[src/design/acmi_pkg.sv]
// Shared constants, types and helpers of the ARGB convolution unit.
`timescale 1ns / 1ps
package acmi_pkg;

    localparam int MAX_WIDTH = 1024;
    localparam int MAX_ORDER = 5;
    localparam int NTAPS     = MAX_ORDER * MAX_ORDER;
    localparam int COL_W     = $clog2(MAX_WIDTH);
    localparam int IW_W      = COL_W + 1;
    localparam int ROW_W     = 12;
    localparam int SLOT_W    = $clog2(MAX_ORDER);
    localparam int ORD_W     = 3;
    localparam int TAP_W     = $clog2(NTAPS);
    localparam int RAM_DEPTH = MAX_ORDER * MAX_WIDTH;
    localparam int RAM_AW    = $clog2(RAM_DEPTH);
    localparam int ACC_W     = 30;
    localparam int NUM_W     = 44;
    localparam int DIV_STEPS = 9;
    localparam int STEP_W    = 4;

    localparam logic [ROW_W-1:0] ROW_SAT = {ROW_W{1'b1}};

    localparam logic FUNC_COEF  = 1'b0;
    localparam logic FUNC_PIXEL = 1'b1;

    localparam logic [2:0] REG_IMAGE_WIDTH    = 3'd0;
    localparam logic [2:0] REG_KERNEL_WIDTH   = 3'd1;
    localparam logic [2:0] REG_KERNEL_HEIGHT  = 3'd2;
    localparam logic [2:0] REG_TARGET_COL     = 3'd3;
    localparam logic [2:0] REG_TARGET_ROW     = 3'd4;
    localparam logic [2:0] REG_DIVISOR        = 3'd5;
    localparam logic [2:0] REG_BIAS           = 3'd6;
    localparam logic [2:0] REG_PRESERVE_ALPHA = 3'd7;

    typedef struct packed {
        logic [IW_W-1:0]  image_width;
        logic [ORD_W-1:0] kernel_width;
        logic [ORD_W-1:0] kernel_height;
        logic [ORD_W-1:0] target_col;
        logic [ORD_W-1:0] target_row;
        logic [15:0]      divisor;
        logic [15:0]      bias;
        logic             preserve_alpha;
    } cfg_t;

    typedef enum logic [3:0] {
        S_IDLE,
        S_RD,
        S_MUL,
        S_ACC,
        S_BD,
        S_KT,
        S_NUM,
        S_DIV,
        S_OUT
    } state_t;

    typedef struct packed {
        logic take;
        logic rd;
        logic mul;
        logic acc;
        logic bd;
        logic kt;
        logic num;
        logic div_step;
        logic load_out;
    } ctrl_cmd_t;

    typedef struct packed {
        logic produce;
        logic tap_last;
        logic div_last;
        logic out_free;
    } dp_status_t;

    function automatic logic [SLOT_W-1:0] ring_inc(input logic [SLOT_W-1:0] s);
        ring_inc = (s == SLOT_W'(MAX_ORDER - 1)) ? '0 : s + SLOT_W'(1);
    endfunction

    function automatic logic [ORD_W-1:0] order_clamp(input logic [ORD_W-1:0] v);
        if (v == '0)
            order_clamp = ORD_W'(1);
        else if (v > ORD_W'(MAX_ORDER))
            order_clamp = ORD_W'(MAX_ORDER);
        else
            order_clamp = v;
    endfunction

endpackage

[src/design/acmi_regs.sv]
// APB configuration registers of the convolution unit.
`timescale 1ns / 1ps
module acmi_regs (
    input  logic           clk,
    input  logic           rst_n,
    input  logic           psel,
    input  logic           penable,
    input  logic           pwrite,
    input  logic [4:0]     paddr,
    input  logic [31:0]    pwdata,
    output logic [31:0]    prdata,
    output acmi_pkg::cfg_t cfg
);
    import acmi_pkg::*;

    cfg_t cfg_reg;
    cfg_t cfg_next;
    logic wr_en;

    assign wr_en = psel && penable && pwrite;
    assign cfg   = cfg_reg;

    always_comb
    begin
        cfg_next = cfg_reg;
        if (wr_en)
        begin
            unique case (paddr[4:2])
                REG_IMAGE_WIDTH:    cfg_next.image_width    = pwdata[IW_W-1:0];
                REG_KERNEL_WIDTH:   cfg_next.kernel_width   = pwdata[ORD_W-1:0];
                REG_KERNEL_HEIGHT:  cfg_next.kernel_height  = pwdata[ORD_W-1:0];
                REG_TARGET_COL:     cfg_next.target_col     = pwdata[ORD_W-1:0];
                REG_TARGET_ROW:     cfg_next.target_row     = pwdata[ORD_W-1:0];
                REG_DIVISOR:        cfg_next.divisor        = pwdata[15:0];
                REG_BIAS:           cfg_next.bias           = pwdata[15:0];
                REG_PRESERVE_ALPHA: cfg_next.preserve_alpha = pwdata[0];
                default:            cfg_next = cfg_reg;
            endcase
        end
    end

    always_ff @(posedge clk or negedge rst_n)
    begin
        if (!rst_n)
        begin
            cfg_reg.image_width    <= IW_W'(MAX_WIDTH);
            cfg_reg.kernel_width   <= ORD_W'(3);
            cfg_reg.kernel_height  <= ORD_W'(3);
            cfg_reg.target_col     <= ORD_W'(1);
            cfg_reg.target_row     <= ORD_W'(1);
            cfg_reg.divisor        <= 16'd256;
            cfg_reg.bias           <= 16'd0;
            cfg_reg.preserve_alpha <= 1'b0;
        end
        else
        begin
            cfg_reg <= cfg_next;
        end
    end

    always_comb
    begin
        unique case (paddr[4:2])
            REG_IMAGE_WIDTH:    prdata = 32'(cfg_reg.image_width);
            REG_KERNEL_WIDTH:   prdata = 32'(cfg_reg.kernel_width);
            REG_KERNEL_HEIGHT:  prdata = 32'(cfg_reg.kernel_height);
            REG_TARGET_COL:     prdata = 32'(cfg_reg.target_col);
            REG_TARGET_ROW:     prdata = 32'(cfg_reg.target_row);
            REG_DIVISOR:        prdata = 32'(cfg_reg.divisor);
            REG_BIAS:           prdata = 32'(cfg_reg.bias);
            REG_PRESERVE_ALPHA: prdata = 32'(cfg_reg.preserve_alpha);
            default:            prdata = '0;
        endcase
    end

endmodule

[config.mk]
export PLATFORM = sky130hd
export DESIGN_NAME = acmi_regs
export DESIGN_NICKNAME = d
export VERILOG_FILES = /design/src/design/acmi_pkg.sv /design/src/design/acmi_regs.sv
export SDC_FILE = /design/constraint.sdc
export NUM_CORES = 1
export LEC_CHECK = 0
export ABC_AREA = 1
export BUFFER_PORTS_ARGS = -buffer_cell sky130_fd_sc_hd__buf_4
export CAP_MARGIN = 20
export CORE_ASPECT_RATIO = 2
export CORE_MARGIN = 2
export CORE_UTILIZATION = 30
export DETAILED_ROUTE_END_ITERATION = 12
export GPL_TIMING_DRIVEN = 0
export PLACE_DENSITY = 0.58
export SLEW_MARGIN = 10
export SYNTH_ARGS = -nofsm -noshare
export SYNTH_HDL_FRONTEND = slang
export SYNTH_SLANG_ARGS = --single-unit
export TNS_END_PERCENT = 50
[constraint.sdc]
create_clock -name clk -period 1 [get_ports clk]
set_input_delay 0 -clock clk [delete_from_list [all_inputs] [get_ports clk]]
set_output_delay 0 -clock clk [all_outputs]
set_load 0.03 [all_outputs]
==> results.tsv, run 1 <==
stage	metric	value	unit
route	Vias/cell	4.80	
pwr	Power Dens Cells	2010	nW/um2
flow_run	max cap viols	0	
worst_setup_path	CP Capture Type	output pin	
timing	FMAX	756	MHz
worst_setup_path	max incr delay on CP	0.56	ns
synthesis	Syn Area/Cell	8.10	um2
status	outcome	finished, violations left	
worst_setup_path	WS Path Type	reg2out	
route	DRT antenna net count	0	
worst_setup_path	CP delay by family, top	flip-flops	
global_routing	global route overflow	0	
worst_hold_path	worst hold path depth	5	
synthesis	top cells by area, synth	dfrtp_1, nand2_1, dfstp_2, o21ai_0, inv_1	
timing	Setup TNS	-2.47	ns
route	Pre-Repair DR Iteration Count	5	
clock_tree	CTS Buf Count	5	
route	Routed wire per std cell	16.1	um
global_routing	first-pass GRT wire length	14600	um
final_layout	most frequent cells in the layout	buf_4, nand2_1, dfrtp_1, buf_6, o21ai_0	
worst_setup_path	R2R cell count	3	
clock_tree	clock buffer depth	2	
synthesis	adder-cell share of the synthesized area	0	%
synthesis	Mapped Area	2740	um2
synthesis	Syn Inst Count	338	
synthesis	Synth Area in XOR/XNOR	0	%
floorplan	Starting Density	30.6	%
timing	Least-Margin Pin Slew	0.737	ns
worst_setup_path	crit path cell chain	nand4_1 -> nand2_1 -> nor2_1 -> nand3_1 -> buf_6	
timing	crit share post-route	132	%
synthesis	post-synth cell types	23	
clock_tree	Clk pin slew, worst setup/hold paths	0.07	ns
status	violated checks	negative setup slack	
final_layout	# diodes	0	
timing	Final setup viols	23	
synthesis	Yosys warnings	0	
clock_tree	clk_lat worst skew	0.29	ns
timing	Slew headroom	50.9	%
clock_tree	clock sink count	56	
synthesis	post-synthesis compound-gate area fraction	13.3	%
worst_setup_path	Slowest cell on crit path	dfstp_2	
placement	routability cong.	0.839	
floorplan	die width	71.5	um
floorplan	Chip Height	139	um
floorplan	die area	9950	um2
global_routing	largest net degree at the start of global routing	57	
timing	Tmin final	1.32	ns
synthesis	largest family of logic cells by synthesized area	simple AND/OR/NAND/NOR gates	
timing	worst setup margin	-0.322	ns
route	sum of routed wire length over all layers	9650	um
clock_tree	H-tree Lvls	2	
timing	RSZ-0062 raised after global routing	true	
route	# DRC	0	
final_layout	final instance area	4400	um2
final_layout	max FFs per register	56	
floorplan	core area	8950	um2
final_layout	final design utilization	49.2	%
placement	placed inst area	3640	um2
global_routing	all-layer global routing usage	19.3	%
clock_tree	CTS tree	built	
worst_setup_path	Worst setup SP type	flop	
route	via count	2874	
timing	final clock skew	0	ns
worst_setup_path	Worst path depth	5	
floorplan	site row count	49	
synthesis	Synth Register Bits	56	
timing	worst hold margin	0.126	ns
worst_setup_path	Buf+Inv Stages, Crit Path	1	
synthesis	post-synthesis mux area share	0	%
synthesis	biggest area consumer among synthesized cells	dfrtp_1	
pwr	Max IR drop VDD	0.00126	V
global_routing	initial antenna violation count	0	
placement	post-DP HPWL	6720	um
final_layout	# nets final	538	
floorplan	Top-Level Pins	130	
timing	Slew Limit Fails	0	
worst_hold_path	HP Class	in2reg	
clock_tree	root buffer cell	clkbuf_16	
worst_setup_path	crit path DAT	1.32	ns
synthesis	share of the synthesized area in the top cell type	43.9	%
final_layout	commonest non-fill, non-tap cell in the layout	buf_4	
synthesis	Synth Area in Simple Gates	21.8	%
pwr	leakage	2.23	nW
worst_setup_path	WP data required	1.00	ns
placement	DP Worst Slack	-0.334	ns
final_layout	synthesis-to-layout area growth	60.9	%
placement	Port-buffer cells	94	
worst_setup_path	worst-path maximum fanout	2	
final_layout	share of layout cells above drive strength 1	40.2	%
synthesis	sequential area share after synthesis	51.6	%
timing	Fin. Hold Viols	0	
route	Detailed Route Iter0 Violations	139	
global_routing	vias in the first global route	2727	
## path summary, 6_finish.rpt
path,start,to,slack (ns)
setup / recovery,cfg[42],prdata[0],-0.32
hold / removal,paddr[4],cfg[33],0.13
setup reg to reg,cfg[25],cfg[25],0.07
hold reg to reg,cfg[55],cfg[55],0.50
max in group asynchronous,rst_n,cfg[50],0.21
min in group asynchronous,rst_n,cfg[15],0.28
## per-layer routing
metal  vias to the layer above  share of wire (%)  global-route usage, %
li1                       1369                  -                      -
met1                      1336                 34                   20.3
met2                       139                 55                   34.9
met3                        30                6.2                   3.56
met4                         0                4.8                   10.4
met5                         -                  0                      0
## cells in the mapped netlist
| master | number |
|---|---|
| dfstp_2 | 8 |
| nor2_2 | 3 |
| nand4_1 | 12 |
| nand3_1 | 7 |
| nand2_2 | 1 |
| nor3_1 | 3 |
| nand3_2 | 3 |
| inv_1 | 42 |
| nor2_1 | 21 |
| o21ai_0 | 41 |
| o21ai_1 | 6 |
| o211ai_1 | 1 |
| o22ai_1 | 12 |
| dfrtp_1 | 48 |
| or2_1 | 1 |
| inv_2 | 3 |
| nand2_1 | 85 |
| a21oi_1 | 9 |
| buf_2 | 11 |
| conb_1 | 1 |
| clkbuf_1 | 1 |
| buf_4 | 18 |
| nor2_4 | 1 |
## stage by stage
step	power (mW)	cells
finish	8.86	599
global route	9.29	599
CTS	8.59	588
detailed placement	6.43	549
global placement	6.38	549
floorplan	5.08	353
## cell type report
cell class | count | area, um2
fillers | 907 | 4550
flip-flops and latches | 56 | 1410
repair buffers | 136 | 1210
multi-input cells | 222 | 1120
plain buffers | 30 | 216
inverters | 45 | 171
clock buffers | 7 | 133
well taps | 102 | 128
clock inverters | 1 | 5.00
## worst min-delay path: cells and delay by family
family,cells,cell delay (ns)
compound gates,1,0.05
simple gates,3,0.22
buf+inv,1,0.14
## report_power, final
group          internal [mW]  leakage, nW  total, mW  switching [mW]
clock                  0.930       0.0679       1.74           0.813
sequential              2.81        0.653       3.18           0.373
combinational           1.64         1.51       3.94            2.30
total                   5.38         2.23       8.86            3.49
## repair_timing
action | CTS | global route
setup buffers | 14 | 11
pin swaps | 18 | 7
hold endpoints to repair | 85 | 0
hold buffers | 17 | 0
setup endpoints to repair | 24 | 34
resized for setup | 45 | 33
## kinds of logic (layout without fill, tap and decap cells)
family	after synthesis	count (layout)
flops	56	56
other cells	1	16
buf+inv	75	219
simple gates	137	137
compound gates	69	69
Note: power is estimated with default switching activity, not from simulation.
==> inputs of run 2 (changes only) <==
- CTS_CLUSTER_DIAMETER: unset -> 60
- PLACE_DENSITY: 0.58 -> unset
- SETUP_SLACK_MARGIN: unset -> 0.15
==> run 2 against run 1 <==
The run ends with negative hold slack, negative setup slack left. Clock skew did not move. Fmax up 3.6%. Global-route usage shrank 0.33 points. Cell count increased by 4.2%. Sequential share of layout area shrank 3.0 points. Register-to-register slack better by 0.02 ns. Wire length grew 2.5%. Via count is 3.8% higher. Flip-flop and latch count stayed put. Worst hold slack lost 0.36 ns.
==> results.tsv, run 2 (same netlist as run 1, synthesis figures left out) <==
stage	metric	value	unit
timing	worst hold margin	-0.237	ns
route	Detailed Route Iter0 Violations	159	
timing	Slew headroom	51.6	%
route	Vias/cell	4.78	
global_routing	first-pass GRT wire length	14800	um
final_layout	share of layout cells above drive strength 1	53.1	%
final_layout	synthesis-to-layout area growth	81.0	%
final_layout	number of fill cells	803	
floorplan	Top-Level Pins	130	
worst_setup_path	Worst setup SP type	flop	
clock_tree	clock buffer depth	2	
pwr	Clk pwr share	18.6	%
timing	crit share post-route	128	%
pwr	Power Dens Cells	1930	nW/um2
global_routing	met2 usage	36.6	%
status	outcome	finished, violations left	
final_layout	# nets final	563	
global_routing	largest net degree at the start of global routing	57	
route	Pre-Repair DR Iteration Count	4	
timing	final clock skew	0	ns
worst_setup_path	worst-path maximum fanout	2	
clock_tree	CTS Hold Bufs	16	
route	sum of routed wire length over all layers	9890	um
route	via count	2984	
timing	Final setup viols	25	
timing	Tmin final	1.28	ns
worst_setup_path	Slowest cell on crit path	dfrtp_2	
final_layout	most frequent cells in the layout	buf_6, buf_4, nand2_1, o21ai_0, dfrtp_1	
final_layout	commonest non-fill, non-tap cell in the layout	buf_6	
global_routing	all-layer global routing usage	19.0	%
final_layout	# diodes	0	
final_layout	max FFs per register	56	
pwr	Comb pwr share	47.0	%
global_routing	met1 GRT Util	19.9	%
worst_setup_path	WS Path Type	reg2out	
placement	post-DP HPWL	6800	um
floorplan	die area	9950	um2
placement	DP Worst Slack	-0.288	ns
global_routing	initial antenna violation count	0	
timing	Setup TNS	-2.37	ns
global_routing	vias in the first global route	2911	
floorplan	site row count	49	
pwr	leakage	2.41	nW
worst_setup_path	WP data required	1.00	ns
final_layout	Finished Layout Cells	624	
timing	worst setup margin	-0.276	ns
timing	RSZ-0062 raised after global routing	true	
placement	Port-buffer cells	94	
pwr	P_sw	3.64	mW
clock_tree	H-tree Lvls	2	
flow_run	max cap viols	0	
pwr	Int Power	5.93	mW
clock_tree	Clk pin slew, worst setup/hold paths	0.07	ns
floorplan	Starting Density	30.6	%
global_routing	GRT Max-Usage Layer	met2	
clock_tree	CTS tree	built	
worst_setup_path	crit path cell chain	nand4_1 -> nand2_1 -> nor2_4 -> nand3_2 -> buf_6	
floorplan	Chip Height	139	um
timing	FMAX	784	MHz
route	DRT antenna net count	0	
global_routing	routing usage on met3	2.40	%
floorplan	die width	71.5	um
worst_setup_path	CP Capture Type	output pin	
pwr	switch share	38.0	%
worst_hold_path	HP Class	in2async	
clock_tree	clk_lat worst skew	0.29	ns
pwr	sequential power share	34.4	%
timing	Fin. Hold Viols	48	
timing	Slew Limit Fails	0	
status	violated checks	negative hold slack, negative setup slack	
floorplan	core area	8950	um2
global_routing	global route overflow	0	
pwr	Max IR drop VDD	0.000997	V
route	Routed wire per std cell	15.8	um
placement	routability cong.	0.815	
clock_tree	root buffer cell	clkbuf_16	
worst_setup_path	crit path DAT	1.28	ns
route	# DRC	0	
placement	Post-Place Cells	549	
worst_setup_path	max incr delay on CP	0.42	ns
clock_tree	clock sink count	56	
clock_tree	CTS Buf Count	5	
timing	Least-Margin Pin Slew	0.726	ns
==> run 2: metrics by stage <==
step	total power, mW	utilization (%)	hold WS (ns)	instance area [um2]
2_1_floorplan	5.21	-	-0.296	2950
3_3_place_gp	6.49	42.3	0.0993	3790
3_5_place_dp	6.55	42.3	0.104	3790
4_1_cts	9.06	50.4	-0.207	4510
5_1_grt	9.98	55.3	-0.174	4950
6_report	9.57	55.3	-0.237	4950
==> run 2: critical path, delay by kind of cell (launching register included) <==
kind                   cells  cell delay [ns]
buffers and inverters      1             0.14
flip-flops                 1             0.42
AND/OR/NAND/NOR            4             0.42
==> run 2: area by class of cell <==
cell class,instances,area (um2),area share [%]
timing repair buffer,161,1590,32.2
multi-input combinational,222,1230,24.8
sequential,56,1440,29.0
tap,102,128,2.58
inverter,45,180,3.64
clock buffer,8,146,2.96
buffer,30,240,4.85
==> run 2: worst paths after layout <==
check	start	end	slack, ns	depth (start not counted)
hold reg to reg	cfg[55]	cfg[55]	0.51	2
setup reg to reg	cfg[42]	cfg[42]	0.09	4
min in group clk	pwdata[1]	cfg[46]	0.11	3
setup / recovery	cfg[18]	prdata[1]	-0.28	5
max in group asynchronous	rst_n	cfg[8]	0.71	1
hold / removal	rst_n	cfg[14]	-0.24	1
==> run 2: routing by layer <==
layer / routed length [um] / vias to the layer above
li1: - / 1422
met1: 3430 / 1429
met2: 5760 / 112
met3: 406 / 21
met4: 291 / 0
met5: 0 / -
==> run 2: what timing repair did <==
item | 4_1_cts | 5_1_grt
hold endpoints to repair | 85 | 48
resized for setup | 95 | 55
setup endpoints to repair | 82 | 99
pin swaps | 22 | 15
buffers inserted | 18 | 32
gates cloned | 0 | 1
==> run 2: power groups by stage <==
stage	Clock, mW	Sequential [mW]	Combinational (mW)
after floorplan	0	4.20	1.01
after global placement	0	3.25	3.25
after detailed placement	0	3.26	3.29
after CTS	1.80	3.26	3.99
after global routing	1.87	3.35	4.75
final	1.78	3.29	4.50
