==> src/design/acmi_pkg.sv <==
// Shared constants, types and helpers of the ARGB convolution unit.
`timescale 1ns / 1ps
package acmi_pkg;

    localparam int MAX_WIDTH = 1024;
    localparam int MAX_ORDER = 5;
    localparam int NTAPS     = MAX_ORDER * MAX_ORDER;
    localparam int COL_W     = $clog2(MAX_WIDTH);
    localparam int IW_W      = COL_W + 1;
    localparam int ROW_W     = 12;
    localparam int SLOT_W    = $clog2(MAX_ORDER);
    localparam int ORD_W     = 3;
    localparam int TAP_W     = $clog2(NTAPS);
    localparam int RAM_DEPTH = MAX_ORDER * MAX_WIDTH;
    localparam int RAM_AW    = $clog2(RAM_DEPTH);
    localparam int ACC_W     = 30;
    localparam int NUM_W     = 44;
    localparam int DIV_STEPS = 9;
    localparam int STEP_W    = 4;

    localparam logic [ROW_W-1:0] ROW_SAT = {ROW_W{1'b1}};

    localparam logic FUNC_COEF  = 1'b0;
    localparam logic FUNC_PIXEL = 1'b1;

    localparam logic [2:0] REG_IMAGE_WIDTH    = 3'd0;
    localparam logic [2:0] REG_KERNEL_WIDTH   = 3'd1;
    localparam logic [2:0] REG_KERNEL_HEIGHT  = 3'd2;
    localparam logic [2:0] REG_TARGET_COL     = 3'd3;
    localparam logic [2:0] REG_TARGET_ROW     = 3'd4;
    localparam logic [2:0] REG_DIVISOR        = 3'd5;
    localparam logic [2:0] REG_BIAS           = 3'd6;
    localparam logic [2:0] REG_PRESERVE_ALPHA = 3'd7;

    typedef struct packed {
        logic [IW_W-1:0]  image_width;
        logic [ORD_W-1:0] kernel_width;
        logic [ORD_W-1:0] kernel_height;
        logic [ORD_W-1:0] target_col;
        logic [ORD_W-1:0] target_row;
        logic [15:0]      divisor;
        logic [15:0]      bias;
        logic             preserve_alpha;
    } cfg_t;

    typedef enum logic [3:0] {
        S_IDLE,
        S_RD,
        S_MUL,
        S_ACC,
        S_BD,
        S_KT,
        S_NUM,
        S_DIV,
        S_OUT
    } state_t;

    typedef struct packed {
        logic take;
        logic rd;
        logic mul;
        logic acc;
        logic bd;
        logic kt;
        logic num;
        logic div_step;
        logic load_out;
    } ctrl_cmd_t;

    typedef struct packed {
        logic produce;
        logic tap_last;
        logic div_last;
        logic out_free;
    } dp_status_t;

    function automatic logic [SLOT_W-1:0] ring_inc(input logic [SLOT_W-1:0] s);
        ring_inc = (s == SLOT_W'(MAX_ORDER - 1)) ? '0 : s + SLOT_W'(1);
    endfunction

    function automatic logic [ORD_W-1:0] order_clamp(input logic [ORD_W-1:0] v);
        if (v == '0)
            order_clamp = ORD_W'(1);
        else if (v > ORD_W'(MAX_ORDER))
            order_clamp = ORD_W'(MAX_ORDER);
        else
            order_clamp = v;
    endfunction

endpackage

==> src/design/acmi_ctrl.sv <==
// Sequencer of the convolution unit: accept, tap loop, divide, deliver.
`timescale 1ns / 1ps
module acmi_ctrl (
    input  logic                   clk,
    input  logic                   rst_n,
    input  logic                   in_valid,
    output logic                   in_ready,
    input  acmi_pkg::dp_status_t   status,
    output acmi_pkg::ctrl_cmd_t    cmd
);
    import acmi_pkg::*;

    state_t state_reg;
    state_t state_next;

    always_ff @(posedge clk or negedge rst_n)
    begin
        if (!rst_n)
        begin
            state_reg <= S_IDLE;
        end
        else
        begin
            state_reg <= state_next;
        end
    end

    always_comb
    begin
        state_next = state_reg;
        unique case (state_reg)
            S_IDLE:
            begin
                if (in_valid && status.produce)
                begin
                    state_next = S_RD;
                end
            end
            S_RD:  state_next = S_MUL;
            S_MUL: state_next = S_ACC;
            S_ACC: state_next = status.tap_last ? S_BD : S_RD;
            S_BD:  state_next = S_KT;
            S_KT:  state_next = S_NUM;
            S_NUM: state_next = S_DIV;
            S_DIV: state_next = status.div_last ? S_OUT : S_DIV;
            S_OUT: state_next = status.out_free ? S_IDLE : S_OUT;
            default: state_next = S_IDLE;
        endcase
    end

    always_comb
    begin
        cmd      = '0;
        in_ready = 1'b0;
        unique case (state_reg)
            S_IDLE:
            begin
                in_ready = 1'b1;
                cmd.take = in_valid;
            end
            S_RD:  cmd.rd       = 1'b1;
            S_MUL: cmd.mul      = 1'b1;
            S_ACC: cmd.acc      = 1'b1;
            S_BD:  cmd.bd       = 1'b1;
            S_KT:  cmd.kt       = 1'b1;
            S_NUM: cmd.num      = 1'b1;
            S_DIV: cmd.div_step = 1'b1;
            S_OUT: cmd.load_out = status.out_free;
            default: cmd = '0;
        endcase
    end

endmodule

==> config.mk <==
export PLATFORM = sky130hd
export DESIGN_NAME = acmi_ctrl
export DESIGN_NICKNAME = d
export VERILOG_FILES = /design/src/design/acmi_pkg.sv /design/src/design/acmi_ctrl.sv
export SDC_FILE = /design/constraint.sdc
export NUM_CORES = 1
export LEC_CHECK = 0
export BUFFER_PORTS_ARGS = -buffer_cell sky130_fd_sc_hd__buf_2
export CORE_AREA = 2 2 39 41
export CTS_CLUSTER_SIZE = 12
export DETAILED_ROUTE_END_ITERATION = 10
export DIE_AREA = 0 0 41 43
export GPL_TIMING_DRIVEN = 0
export SYNTH_ARGS = -nofsm -noshare
export SYNTH_HDL_FRONTEND = slang
export SYNTH_SLANG_ARGS = --single-unit
==> constraint.sdc <==
create_clock -name clk -period 2 [get_ports clk]
set_input_delay 0.1 -clock clk [delete_from_list [all_inputs] [get_ports clk]]
set_output_delay 0.1 -clock clk [all_outputs]
set_load 0.005 [all_outputs]
==> results of run 1 <==
-- metal layers --
layer  track usage (%)  vias to the layer above  share of wire [%]
met5                 0                        -                  0
met1              10.1                      134                 46
met2              11.9                       15                 43
li1                  -                      164                  -
met4              4.00                        0                  0
met3              6.28                        0                 11
-- how the worst min path moves through the flow --
stage          slack, ns  cells after the start      endpoint
6_report            0.04                      2  state_reg[3]
3_5_place_dp       -0.09                      1  state_reg[0]
4_1_cts             0.04                      2  state_reg[3]
2_1_floorplan      -0.20                      0  state_reg[0]
5_1_grt             0.03                      2  state_reg[3]
3_3_place_gp       -0.09                      1  state_reg[0]
-- power breakdown --
part / switching [mW] / internal [mW]
sequential: 0.00926 / 0.116
combinational: 0.214 / 0.185
clock: 0.0324 / 0.0671
total: 0.256 / 0.368
-- cell type report --
class	instances	area [um2]
Buffer	4	28.8
Clock buffer	3	22.5
Fill cell	151	945
Inverter	1	3.75
Multi-Input combinational cell	27	174
Sequential cell	4	100
Tap cell	16	20.0
Timing Repair Buffer	17	90.1
-- worst reg2reg max path, stage by stage, from the launching register on --
cell      delay (ns)
dfrtp_1         0.33
buf_6           0.15
mux2i_1         0.19
nand2_1         0.09
a221oi_2        0.28
-- cells by family (layout without fill, tap and decap cells) --
| family | count (synthesis) | count (layout) | synth area share (%) |
|---|---|---|---|
| buffers and inverters | 5 | 25 | 10.6 |
| AOI/OAI and AO/OA | 5 | 5 | 12.7 |
| DFF | 4 | 4 | 32.7 |
| muxes | 1 | 1 | 3.27 |
| and+or+nand+nor | 21 | 21 | 40.8 |
-- stage by stage --
stage	power, mW	area (um2)	hold slack (ns)	cells	util (%)
after floorplan	0.418	307	-0.196	36	-
after global placement	0.530	407	-0.0945	68	29.4
after detailed placement	0.531	407	-0.0914	68	29.4
after CTS	0.638	439	0.0366	72	31.7
after global routing	0.688	439	0.0335	72	31.7
final	0.624	439	0.0445	72	31.7
-- cell usage in the layout, fill, tap and decap left out --
| cell type | n |
|---|---|
| a21oi_1 | 2 |
| a221oi_2 | 1 |
| and2_1 | 1 |
| and3_1 | 1 |
| buf_2 | 18 |
| buf_4 | 1 |
| buf_6 | 1 |
| clkbuf_4 | 3 |
| dfrtp_1 | 4 |
| dlygate4sd3_1 | 1 |
| inv_1 | 1 |
| mux2i_1 | 1 |
| nand2_1 | 4 |
| nand2b_1 | 2 |
| nand2b_4 | 1 |
| nand4b_1 | 1 |
| nor2_1 | 4 |
| nor3_1 | 5 |
| nor3_2 | 1 |
| nor4_2 | 1 |
| o21ai_0 | 1 |
| o2bb2ai_1 | 1 |
-- repair_timing --
action | CTS | global route
resized for setup | 0 | 0
hold endpoints to repair | 4 | 0
hold buffers | 1 | 0
==> results.toml, run 1 <==
[clock_network]
cts.sinks = 4
cts_tree = "done"
clk_root_buffer_cell = "clkbuf_4"
worst_skew_pair.late_latency_ns = 0.24
cts.htree.levels = 1
tritoncts.num_buffers = 3
cts-root-to-sink-buffers = 2
clkTransAtPathRegs_ns = 0.04
setup_fix_buffers_added_after_clock_tree_synthesis = 0

[sta]
rsz0062_at_grt = "no"
finalClockSkew_ns = 0.00783
layout_setup_ws_ns = 0.587
achievable-frequency_ghz = 0.708
worst_margin_pin_slew_ns = 0.241
number_of_endpoints_failing_setup_at_the_final_stage = 0
timing.final.hold_violations = 0
layout_min_cycle_time_ns = 1.41
fin_crit_sh_pct = 70.7
max_slew_margin_pct = 83.8
final_max_slew_viol_count = 0
fin_tns_setup_ns = 0

[global_routing]
overflow = 0
grt_first_pass_wirelength_um = 993
grt_pass1_vias = 256
grt_max_degree = 11
number_of_antenna_violations_at_the_first_check_in_global_routing = 0
grt_util_all_layers_pct = 8.76

[synthesis]
avgSynthCellArea_um2 = 8.52
synth_commonest_cells = "5 x nor3_1, 4 x dfrtp_1, 4 x nand2_1, 4 x nor2_1"
netlist.area_leader.share_pct = 32.7
netlist_area_um2 = 307
synth_sequential_area_ratio_pct = 32.7
yosys.cell_count.top_type = "nor3_1"
post_synth_edffs = 0
ys_async_sr_fraction_pct = 100
synthDominantAreaCellType = "dfrtp_1"
yosys.cell_types.count = 20
ys_dominant_reg_cell = "dfrtp_1"
ys_top_cells_by_area = "dfrtp_1 33%, nor3_1 8.2%, a221oi_2 4.9%"
synth_cells = 36
synth_fp_nets = 43
synth.ff_latch_count = 4
ys.warnings.count = 0

[critical_path]
critical_path.max_fanout = 9
worstPathRequired_ns = 1.90
arrival_time_of_the_worst_setup_path_ns = 1.31
cp-endpoint = "cmd[0]"
critical_path.n_buffers_inverters = 2
type_of_the_worst_setup_path = "reg2out"
critical_path_depth = 4
crit_path_end_kind = "output port"
crit-reg2reg-launch = "state_reg[2]"
worst_path_largest_cell_delay_ns = 0.35
crit_path_start_kind = "flop"
crit_slowest_cell = "dfrtp_1"
cp_common_cell = "buf_2"
cp_top_family = "simple AND/OR/NAND/NOR gates"
crit_path_cell_trace = "buf_2 > nor3_2 > and3_1 > buf_2"
reg_to_reg_endpoint = "state_reg[0]"
worst-r2r-cell-count = 4
timing.reg2reg.setup_slack_ns = 0.88
cp-startpoint = "state_reg[0]"

[status]
outcome = "finished, final reports clean"

[placed_design]
gpl.final_weighted_congestion = 0.666
dpl.hpwl_um = 535
io_buffer_count = 16
pre_cts_slack_ns = 0.839

[floorplan]
initial_core_util_pct = 22.2
die_w_um = 41
die_area_um2 = 1760
core_area_um2 = 1380
io_pins = 17
fp-row-count = 14
die_height_um = 43

[finish]
finalNetCount = 65
drive_above_1_share_pct = 48.2
largest_register_ff_count = 4
syn_to_final_growth_pct = 43.3
antenna-diode-count = 0

[detailed_routing]
detail_route.first_pass.iterations = 4
drt_drc_violations_left = 0
wirelength_um = 693
route.vias.total = 313
wl_per_cell_um = 9.63
initial_drt_markers = 7
final_antenna_net_count = 0
avgViaCountPerCell = 4.35

[hold_path]
hold_path_startpoint = "status[0]"
holdCritPathClass = "in2reg"

[pwr]
pwr_density_cell_nw_per_um2 = 1420
ir_worst_vdd_v = 0.000348
static_power_due_to_leakage_nw = 0.225

[job]
drv_cap = 0
Power figures use the tool's default switching activity.
==> inputs of run 2 (changes only) <==
Clock period 2 ns to 1.4 ns, I/O delays scaled along.
==> results.toml, run 2 (synthesized netlist as in run 1, its figures left out) <==
[finish]
finalNetCount = 68
final_area_um2 = 483
largest_register_ff_count = 4
antenna-diode-count = 0
drive_above_1_share_pct = 50.8
layout_common_cells = "17 x buf_2, 5 x nor3_1"
layout.cells.most_common = "buf_2"
utilization_pct = 34.9
syn_to_final_growth_pct = 57.6

[critical_path]
arrival_time_of_the_worst_setup_path_ns = 1.25
crit_path_start_kind = "flop"
crit_slowest_cell = "dfrtp_1"
critical_path.max_fanout = 9
timing.reg2reg.setup_slack_ns = 0.17
cp_top_family = "simple AND/OR/NAND/NOR gates"
crit_path_cell_trace = "buf_6 > nor4_4 > and2_1 > buf_2"
crit_path_end_kind = "output port"
type_of_the_worst_setup_path = "reg2out"
critical_path.n_buffers_inverters = 2
worst_path_largest_cell_delay_ns = 0.37
worstPathRequired_ns = 1.33

[sta]
timing.final.hold_violations = 0
number_of_endpoints_failing_setup_at_the_final_stage = 0
max_slew_margin_pct = 85.8
achievable-frequency_ghz = 0.760
finalClockSkew_ns = 0.00764
rsz0062_at_grt = "yes"
layout_setup_ws_ns = 0.0836
final_max_slew_viol_count = 0
fin_crit_sh_pct = 94.0
worst_margin_pin_slew_ns = 0.213
layout_min_cycle_time_ns = 1.32

[placed_design]
dpl.hpwl_um = 535
pre_cts_slack_ns = 0.265
io_buffer_count = 16
gpl.final_weighted_congestion = 0.666
dpl_cell_area_um2 = 407

[clock_network]
clkTransAtPathRegs_ns = 0.04
cts.htree.levels = 1
cts_tree = "done"
worst_skew_pair.late_latency_ns = 0.24
cts-root-to-sink-buffers = 2
tritoncts.num_buffers = 3
clk_root_buffer_cell = "clkbuf_4"
cts.sinks = 4

[floorplan]
die_area_um2 = 1760
io_pins = 17
initial_core_util_pct = 22.2
die_w_um = 41
core_area_um2 = 1380
die_height_um = 43
fp-row-count = 14

[global_routing]
grt_util_all_layers_pct = 8.76
number_of_antenna_violations_at_the_first_check_in_global_routing = 0
grt_pass1_vias = 256
grt_max_degree = 11
grt_first_pass_wirelength_um = 993
overflow = 0

[pwr]
static_power_due_to_leakage_nw = 0.246
pwr_density_cell_nw_per_um2 = 2120
ir_worst_vdd_v = 0.000554

[detailed_routing]
drt_drc_violations_left = 0
initial_drt_markers = 4
wl_per_cell_um = 9.88
route.vias.total = 331
wirelength_um = 741
final_antenna_net_count = 0
avgViaCountPerCell = 4.41
detail_route.first_pass.iterations = 4

[status]
outcome = "finished, final reports clean"

[hold_path]
holdCritPathClass = "in2reg"

[job]
drv_cap = 0
run 2: cell types whose count changed in the layout (fill, tap and decap cells not counted), sizes merged:
cell | previous run | this run
buf | 20 | 23
run 2: metrics by stage:
step	setup TNS, ns	power, mW	hold slack [ns]	std cells
2_1_floorplan	0	0.597	-0.226	36
3_3_place_gp	0	0.757	-0.124	68
3_5_place_dp	0	0.758	-0.121	68
4_1_cts	0	0.911	0.00661	72
5_1_grt	-0.0393	1.11	0.00349	75
6_report	0	1.02	0.0142	75
run 2: worst paths after layout:
| path | startpoint | end | cells past startpoint |
|---|---|---|---|
| setup / recovery | state_reg[0] | cmd[8] | 4 |
| hold reg to reg | state_reg[0] | state_reg[0] | 2 |
| hold / removal | status[0] | state_reg[3] | 2 |
| setup reg to reg | state_reg[2] | state_reg[0] | 5 |
| max in group asynchronous | rst_n | state_reg[1] | 2 |
| min in group asynchronous | rst_n | state_reg[0] | 2 |
run 2: layer usage:
layer	wire (um)	vias to the layer above	track usage [%]
li1	-	172	-
met1	350	145	10.1
met2	313	14	11.9
met3	77	0	6.28
met4	0	0	4.00
met5	0	-	0
run 2: where the power goes:
part | leakage [nW] | switching, mW | internal [mW]
Clock | 0.0138 | 0.0461 | 0.0958
Combinational | 0.183 | 0.355 | 0.342
Sequential | 0.0490 | 0.0164 | 0.166
Total | 0.246 | 0.418 | 0.604
run 2: layout make-up:
cell class / instances / area (um2)
sequential: 4 / 100
timing repair buffer: 20 / 113
clock buffer: 3 / 22.5
fill: 149 / 901
inverter: 1 / 3.75
tap: 16 / 20.0
buffer: 4 / 35.0
multi-input combinational: 27 / 189
run 2: repair_timing:
action	4_1_cts	5_1_grt
setup buffers	0	3
gates resized for setup	0	5
hold buffers	1	0
setup endpoints to repair	0	2
hold endpoints to repair	4	0
==> inputs of run 3 (changes only) <==
Settings changed: ABC_AREA set to 1.
==> results.toml, run 3 <==
[clock_network]
cts.sinks = 4
cts-root-to-sink-buffers = 2
setup_fix_buffers_added_after_clock_tree_synthesis = 0
clkTransAtPathRegs_ns = 0.03
cts.htree.levels = 1
clk_root_buffer_cell = "clkbuf_4"
cts_tree = "done"
worst_skew_pair.late_latency_ns = 0.23
tritoncts.num_buffers = 3

[critical_path]
crit_path_end_kind = "output port"
timing.reg2reg.setup_slack_ns = 0.27
arrival_time_of_the_worst_setup_path_ns = 1.22
critical_path.max_fanout = 5
crit_path_start_kind = "flop"
worstPathRequired_ns = 1.33
reg_to_reg_endpoint = "state_reg[2]"
worst-r2r-cell-count = 6
worst_path_largest_cell_delay_ns = 0.44
critical_path.n_buffers_inverters = 1
crit-reg2reg-launch = "state_reg[1]"
crit_slowest_cell = "dfrtp_1"
cp_top_family = "flip-flops"
type_of_the_worst_setup_path = "reg2out"
crit_path_cell_trace = "nor2_2 > nand2_1 > nor2_1 > buf_2"

[hold_path]
min_delay_path_depth = 2
holdCritPathClass = "in2reg"
min_to = "state_reg[3]"
hold_path_startpoint = "status[0]"

[synthesis]
ys.warnings.count = 0
ys_top_cells_by_area = "dfrtp_1 31%, inv_1 16%, nand2_1 12%"
ys_dominant_reg_cell = "dfrtp_1"
mux_share_of_post_synthesis_cell_area_pct = 0
yosys.cell_types.count = 12
synth_sequential_area_ratio_pct = 31.4
synth_simple_gate_area_share_pct = 46.3
synth_cells = 50
netlist_area_um2 = 319
synth_top_family_by_area = "simple AND/OR/NAND/NOR gates"
netlist.area_leader.share_pct = 31.4
synth_adder_area_share_pct = 0
yosys.cell_count.top_type = "inv_1"
synth_commonest_cells = "14 x inv_1, 10 x nand2_1, 6 x nor2_1"
synth.ff_latch_count = 4
synthDominantAreaCellType = "dfrtp_1"
post_synth_edffs = 0
avgSynthCellArea_um2 = 6.38
synth_compound_gate_area_share_pct = 4.71
ys_async_sr_fraction_pct = 100
synth_fp_nets = 57
yosys.area_share.xor_xnor_pct = 0

[floorplan]
die_height_um = 43
die_w_um = 41
io_pins = 17
core_area_um2 = 1380
die_area_um2 = 1760
initial_core_util_pct = 23.1
fp-row-count = 14

[placed_design]
dpl.hpwl_um = 588
io_buffer_count = 16
placed_cells_incl_taps = 82
dpl_cell_area_um2 = 419
pre_cts_slack_ns = 0.281
gpl.final_weighted_congestion = 0.748

[sta]
rsz0062_at_grt = "no"
max_slew_margin_pct = 85.1
final_max_slew_viol_count = 0
timing.final.hold_violations = 0
fin_crit_sh_pct = 91.8
layout_setup_ws_ns = 0.115
number_of_endpoints_failing_setup_at_the_final_stage = 0
layout_min_cycle_time_ns = 1.29
achievable-frequency_ghz = 0.778
finalClockSkew_ns = 0.000580
finalHoldWorstSlack_ns = 0.0580
fin_tns_setup_ns = 0
worst_margin_pin_slew_ns = 0.224

[detailed_routing]
met3WireLength_um = 39
wl_per_cell_um = 7.73
routed.top_layer = "met3"
route.met2.wl_um = 355
detail_route.first_pass.iterations = 2
initial_drt_markers = 3
drt_drc_violations_left = 0
route.vias.total = 355
final_antenna_net_count = 0
wirelength_um = 665
avgViaCountPerCell = 4.13
wl_met1_um = 270

[status]
outcome = "finished, final reports clean"

[finish]
drive_above_1_share_pct = 42.9
layout_common_cells = "16 x buf_2, 14 x inv_1, 10 x nand2_1"
largest_register_ff_count = 4
layout.cells.most_common = "buf_2"
fillCellCount = 161
finalNetCount = 79
stdcell_count = 86
antenna-diode-count = 0
syn_to_final_growth_pct = 42.4
utilization_pct = 32.8
final_area_um2 = 454

[pwr]
static_power_due_to_leakage_nw = 0.304
ir_worst_vdd_v = 0.000897
power.total_mw = 0.872
pwr_density_cell_nw_per_um2 = 1920

[job]
drv_cap = 0

[global_routing]
grt_pass1_vias = 318
grt_max_degree = 6
overflow = 0
grt_first_pass_wirelength_um = 1080
number_of_antenna_violations_at_the_first_check_in_global_routing = 0
grt_util_all_layers_pct = 9.49
## run 3: cell type report
| class | instances | area [um2] | share of cell area [%] |
|---|---|---|---|
| multi-input combinational | 31 | 165 | 36.4 |
| sequential | 4 | 100 | 22.0 |
| timing repair buffer | 17 | 90.1 | 19.8 |
| inverter | 15 | 56.3 | 12.4 |
| clock buffer | 3 | 22.5 | 4.96 |
| tap | 16 | 20.0 | 4.41 |
## run 3: kinds of logic after synthesis
group	after synthesis
buffers and inverters	15
AO/OA/AOI/OAI	2
AND/OR/NAND/NOR	29
flip-flops	4
## run 3: metal layers
layer	global-route usage (%)	up-vias
met1	9.80	156
met4	10.0	0
met5	0	-
met3	1.57	0
met2	14.4	8
li1	-	191
## run 3: how the worst max path moves through the flow
stage	cells past startpoint	end	start	slack [ns]
final	4	cmd[8]	state_reg[1]	0.11
after global routing	4	cmd[8]	state_reg[3]	0.03
after CTS	4	cmd[8]	state_reg[1]	0.03
after detailed placement	4	state_reg[0]	state_reg[1]	0.28
after global placement	4	state_reg[0]	state_reg[1]	0.30
after floorplan	4	state_reg[0]	state_reg[1]	0.39
## run 3: timing repair
item | in CTS | in global routing
hold buffers | 1 | 0
gates resized for setup | 0 | 1
endpoints found under the setup margin | 0 | 2
endpoints found under the hold margin | 4 | 0
## run 3: power by group
group | total [mW] | internal, mW | switching, mW
combinational | 0.506 | 0.203 | 0.303
clock | 0.136 | 0.0955 | 0.0410
sequential | 0.230 | 0.165 | 0.0647
total | 0.872 | 0.463 | 0.409
